`config.mk`:
```
export PLATFORM = sky130hd
export DESIGN_NAME = sstc_ctrl
export DESIGN_NICKNAME = d
export VERILOG_FILES = /design/src/hdl/sstc_pkg.sv /design/src/hdl/sstc_ctrl.sv
export SDC_FILE = /design/constraint.sdc
export NUM_CORES = 1
export LEC_CHECK = 0
export ABC_AREA = 1
export BUFFER_PORTS_ARGS = -buffer_cell sky130_fd_sc_hd__buf_2
export CAP_MARGIN = 10
export CORE_AREA = 2 2 42 44
export CTS_BUF_LIST = sky130_fd_sc_hd__clkbuf_8
export CTS_CLUSTER_SIZE = 30
export DETAILED_ROUTE_END_ITERATION = 8
export DIE_AREA = 0 0 44 46
export PLACE_DENSITY = 0.67
export SYNTH_ARGS = -nofsm -noshare
export SYNTH_HDL_FRONTEND = slang
export SYNTH_SLANG_ARGS = --single-unit
```
`constraint.sdc`:
```
create_clock -name clock -period 2.91 [get_ports clock]
set_input_delay 0.582 -clock clock [delete_from_list [all_inputs] [get_ports clock]]
set_output_delay 0.582 -clock clock [all_outputs]
set_load 0.05 [all_outputs]
```
`src/hdl/sstc_pkg.sv`:
```
`timescale 1ns / 1ps
package sstc_pkg;
   localparam int COORD_BITS = 24;
   localparam int FRAC_BITS  = 12;
   localparam int TIME_BITS  = 32;
   localparam int TIME_FRAC  = TIME_BITS / 2;
   localparam int DIFF_BITS  = COORD_BITS + 1;
   localparam int RAD_BITS   = COORD_BITS - 1;
   localparam int SEL_BITS   = 4;

   // multiply schedule: three terms each for d.d, v.v, v.d, then R^2, h^2, a*c
   localparam logic [SEL_BITS-1:0] MSEL_DD = 4'd0;
   localparam logic [SEL_BITS-1:0] MSEL_VV = 4'd3;
   localparam logic [SEL_BITS-1:0] MSEL_VD = 4'd6;
   localparam logic [SEL_BITS-1:0] MSEL_RR = 4'd9;
   localparam logic [SEL_BITS-1:0] MSEL_HH = 4'd10;
   localparam logic [SEL_BITS-1:0] MSEL_AC = 4'd11;

   localparam logic [1:0] STAT_TOUCH = 2'd0;
   localparam logic [1:0] STAT_HIT   = 2'd1;
   localparam logic [1:0] STAT_STILL = 2'd2;
   localparam logic [1:0] STAT_MISS  = 2'd3;

   typedef enum logic [2:0] {
      OP_NONE, OP_STORE, OP_LOAD, OP_MUL, OP_SQRT, OP_DIV, OP_RESULT
   } dp_op_type;

   typedef struct packed {
      dp_op_type           op;
      logic [SEL_BITS-1:0] sel;
   } dp_cmd_type;

   typedef struct packed {
      logic done;
      logic touch;
      logic nomotion;
      logic miss;
   } dp_status_type;

   typedef enum logic [2:0] {
      ST_IDLE, ST_MUL, ST_MUL_WAIT, ST_CHECK1, ST_CHECK2, ST_SQRT_WAIT, ST_DIV_WAIT
   } ctrl_state_type;
endpackage

```
`src/hdl/sstc_ctrl.sv`:
```
`timescale 1ns / 1ps
module sstc_ctrl import sstc_pkg::*; (
   input  logic          clock,
   input  logic          reset,
   input  logic          start,
   input  logic          req_type,
   input  dp_status_type stat,
   output dp_cmd_type    cmd,
   output logic          busy
);

   ctrl_state_type      state_ff, state_in;
   logic [SEL_BITS-1:0] idx_ff, idx_in;

   always_ff @(posedge clock) begin
      if (reset) begin
         state_ff <= ST_IDLE;
         idx_ff   <= MSEL_DD;
      end else begin
         state_ff <= state_in;
         idx_ff   <= idx_in;
      end
   end

   always_comb begin
      state_in = state_ff;
      idx_in   = idx_ff;
      cmd.op   = OP_NONE;
      cmd.sel  = idx_ff;
      busy     = 1'b1;
      unique case (state_ff)
         ST_IDLE: begin
            busy = 1'b0;
            if (start) begin
               if (!req_type) begin
                  cmd.op = OP_STORE;
               end else begin
                  cmd.op   = OP_LOAD;
                  idx_in   = MSEL_DD;
                  state_in = ST_MUL;
               end
            end
         end
         ST_MUL: begin
            cmd.op   = OP_MUL;
            state_in = ST_MUL_WAIT;
         end
         ST_MUL_WAIT: begin
            if (stat.done) begin
               priority if (idx_ff == MSEL_RR) state_in = ST_CHECK1;
               else if (idx_ff == MSEL_AC) state_in = ST_CHECK2;
               else begin
                  idx_in   = idx_ff + 4'd1;
                  state_in = ST_MUL;
               end
            end
         end
         ST_CHECK1: begin
            if (stat.touch || stat.nomotion) begin
               cmd.op   = OP_RESULT;
               state_in = ST_IDLE;
            end else begin
               idx_in   = MSEL_HH;
               state_in = ST_MUL;
            end
         end
         ST_CHECK2: begin
            if (stat.miss) begin
               cmd.op   = OP_RESULT;
               state_in = ST_IDLE;
            end else begin
               cmd.op   = OP_SQRT;
               state_in = ST_SQRT_WAIT;
            end
         end
         ST_SQRT_WAIT: begin
            if (stat.done) begin
               cmd.op   = OP_DIV;
               state_in = ST_DIV_WAIT;
            end
         end
         ST_DIV_WAIT: begin
            if (stat.done) begin
               cmd.op   = OP_RESULT;
               state_in = ST_IDLE;
            end
         end
         default: state_in = ST_IDLE;
      endcase
   end
endmodule

```
==> flow_metrics.py <==
metrics = {
    "route": {
        "firstDrtPassIters": 4,
        "vias": 706,
        "drc": 0,
        "vias_per_cell": 4.94,
        "avgRoutedWirePerCell_um": 10.1,
        "drt-total-wl_mm": 1.44,
        "dr.first_iter.drc_count": 10,
        "ant_nets": 0,
    },
    "floorplanning": {
        "die_h_um": 46,
        "coreArea_sq_um": 1610,
        "rows": 15,
        "fp.dieW_um": 44,
        "dieArea_sq_um": 2020,
        "start_util_pct": 42.1,
        "pin_count": 16,
    },
    "timing": {
        "min_period_ns": 2.19,
        "tns_ns": 0,
        "setup_ws_ns": 0.715,
        "fin_worst_skew_ns": 0.00301,
        "fmax_mhz": 456,
        "finalCritPeriodShare_pct": 75.4,
        "hold_viol_final": 0,
        "relSlewSlack_pct": 68.0,
        "setup_viol": 0,
        "worst_pin_slew_ns": 0.479,
        "final_max_slew_viol_count": 0,
        "hold-worst-slack_ns": 0.541,
        "grt_setup_unrepaired": "false",
    },
    "finish": {
        "fin_util_pct": 50.2,
        "nNetsFinal": 137,
        "drive_gt1_share_pct": 27.8,
        "antenna_cells": 0,
        "syn2layout_area_growth_pct": 19.2,
    },
    "setup_path": {
        "critPathLaunchType": "flip-flop",
        "worst_path_max_delay_cell": "dfxtp_1",
        "worstSetupPathType": "flip-flop to primary output",
        "path_depth": 6,
        "cp.buffers_inverters": 1,
        "path_max_fanout": 10,
        "required_ns": 2.33,
        "cp.arrival_ns": 1.61,
        "cp_top_family": "flip-flops",
        "crit_path_end_kind": "primary output",
        "reg2reg_depth": 9,
        "crit_chain": "nor2_1, nand2_1, o21ai_0, a21oi_1, nand3_1, buf_2",
        "slowest_delay_ns": 0.61,
    },
    "yosys": {
        "synth_seq_cells": 7,
        "synth_edf_count": 0,
        "synth_cells": 108,
        "syn_area_per_cell_sq_um": 6.29,
        "ys_warn_count": 0,
        "yosys.area.top_type": "dfxtp_1",
        "async_reset_ff_share_pct": 0,
        "yosysUniqueCellTypes": 23,
        "synth_top_cell_area_share_pct": 20.6,
        "synth_area_leaders": "dfxtp_1 21%, nand2_1 13%, nand3_1 9.6%, nor2_1 8.8%, inv_1 6.6%",
        "yosysMostFrequentCell": "nand2_1",
        "synth_top_flop_cell": "dfxtp_1",
        "yosys-top-cells-count": "24 x nand2_1, 16 x nor2_1, 13 x nand3_1",
        "syn_nets": 118,
        "yosysSeqAreaShare_pct": 20.6,
        "netlist_area_sq_um": 679,
    },
    "placement": {
        "globalplace.congestion": 0.891,
        "post-place-ws_ns": 0.959,
        "io_buffer_count": 15,
        "hpwl_mm": 1.22,
    },
    "clock_network": {
        "cts_resized": 0,
        "cts_root_buf": "clkbuf_8",
        "cts_tree": "built",
        "cts_buffers": 3,
        "clk_latency_ns": 0.23,
        "clk_pin_slew_ns": 0.04,
        "cts_sinks": 7,
        "post_cts_buffers": 0,
        "holdBufCountCts": 0,
        "cts_buffer_depth": 2,
        "h-tree-depth": 1,
    },
    "grt": {
        "grt_max_degree": 11,
        "grtUsageTotal_pct": 16.7,
        "grt_first_pass_wirelength_mm": 2.53,
        "grt_overflow_total": 0,
        "grt_antenna_before_repair": 0,
        "first_global_vias": 594,
    },
    "pwr": {
        "max-vdd-ir-drop_uv": 521,
        "powerDensity_nw_per_um2": 1040,
        "p_leak_nw": 0.422,
    },
    "worst_hold_path": {
        "hold_path.class": "flip-flop to flip-flop",
        "worstHoldPathCells": 2,
    },
    "run": {
        "max-cap-violations": 0,
    },
    "outcome": {
        "outcome": "completed",
    },
}
-- placed cells by master (no fill, tap or decap) --
cell	n
a21oi_1	8
xor2_1	1
dfxtp_1	7
clkbuf_8	3
nor2_2	3
nor2_4	2
inv_4	1
buf_2	15
nand2_4	3
nand2_2	1
o21ai_1	2
a21oi_4	1
ha_1	2
inv_2	1
nor3_1	1
nand2_1	24
clkinv_4	1
nor2_1	16
o21ai_0	2
nand3_1	13
nand3_2	3
nor3_2	1
inv_1	13
nand4_1	2
-- path summary, 6_finish.rpt --
check / from / end / slack [ns]
max: state_ff[1] / cmd[5] / 0.72
min: idx_ff[1] / idx_ff[1] / 0.54
min reg2reg: idx_ff[1] / idx_ff[1] / 0.54
max reg2reg: state_ff[1] / idx_ff[3] / 1.43
-- metrics by stage --
step	area (sq um)	power, W	std cells
2_1_floorplan	679	0.000618	108
3_3_place_gp	764	0.000709	139
3_5_place_dp	764	0.000714	139
4_1_cts	810	0.000849	143
5_1_grt	810	0.000918	143
6_report	810	0.000841	143
-- area by class of cell --
cell class                      count  area (sq um)
Fill cell                         179           805
Multi-Input combinational cell     85           464
Sequential cell                     7           140
Timing Repair Buffer               15          75.1
Inverter                           15          63.8
Clock buffer                        3          41.3
Tap cell                           17          21.3
Clock inverter                      1          3.75
-- cell families after synthesis --
logic type                 count (synthesis)  share of synthesized area (%)
AOI/OAI and AO/OA                         13                           11.2
xor gates and xnor gates                   1                           1.29
adders and majority gates                  2                           3.68
buffers and inverters                     16                           11.0
DFF                                        7                           20.6
and+or+nand+nor                           69                           52.1
-- state kept, by name (all words and copies together), names as in the netlist --
signal and flops:
state_ff 3, idx_ff 4
-- routing by layer --
layer | track usage, % | up-vias | wire length [um] | share of wire (%)
li1 | - | 387 | - | -
met4 | 5.45 | 0 | 17 | 1.2
met3 | 2.38 | 3 | 42 | 2.9
met1 | 23.8 | 305 | 717 | 50
met2 | 25.9 | 11 | 661 | 46
met5 | 0 | - | 0 | 0
-- tightest hold or removal path, delay by kind of cell, from the launching register on --
family | cells | cell delay, ns
AOI/OAI and AO/OA | 1 | 0.06
DFF | 1 | 0.35
and+or+nand+nor | 1 | 0.08
-- power breakdown --
part | switching, W | internal, W
sequential | 0.0000599 | 0.000125
clock | 0.0000420 | 0.0000911
combinational | 0.000372 | 0.000151
total | 0.000474 | 0.000367
(Power assumes the default switching activity.)
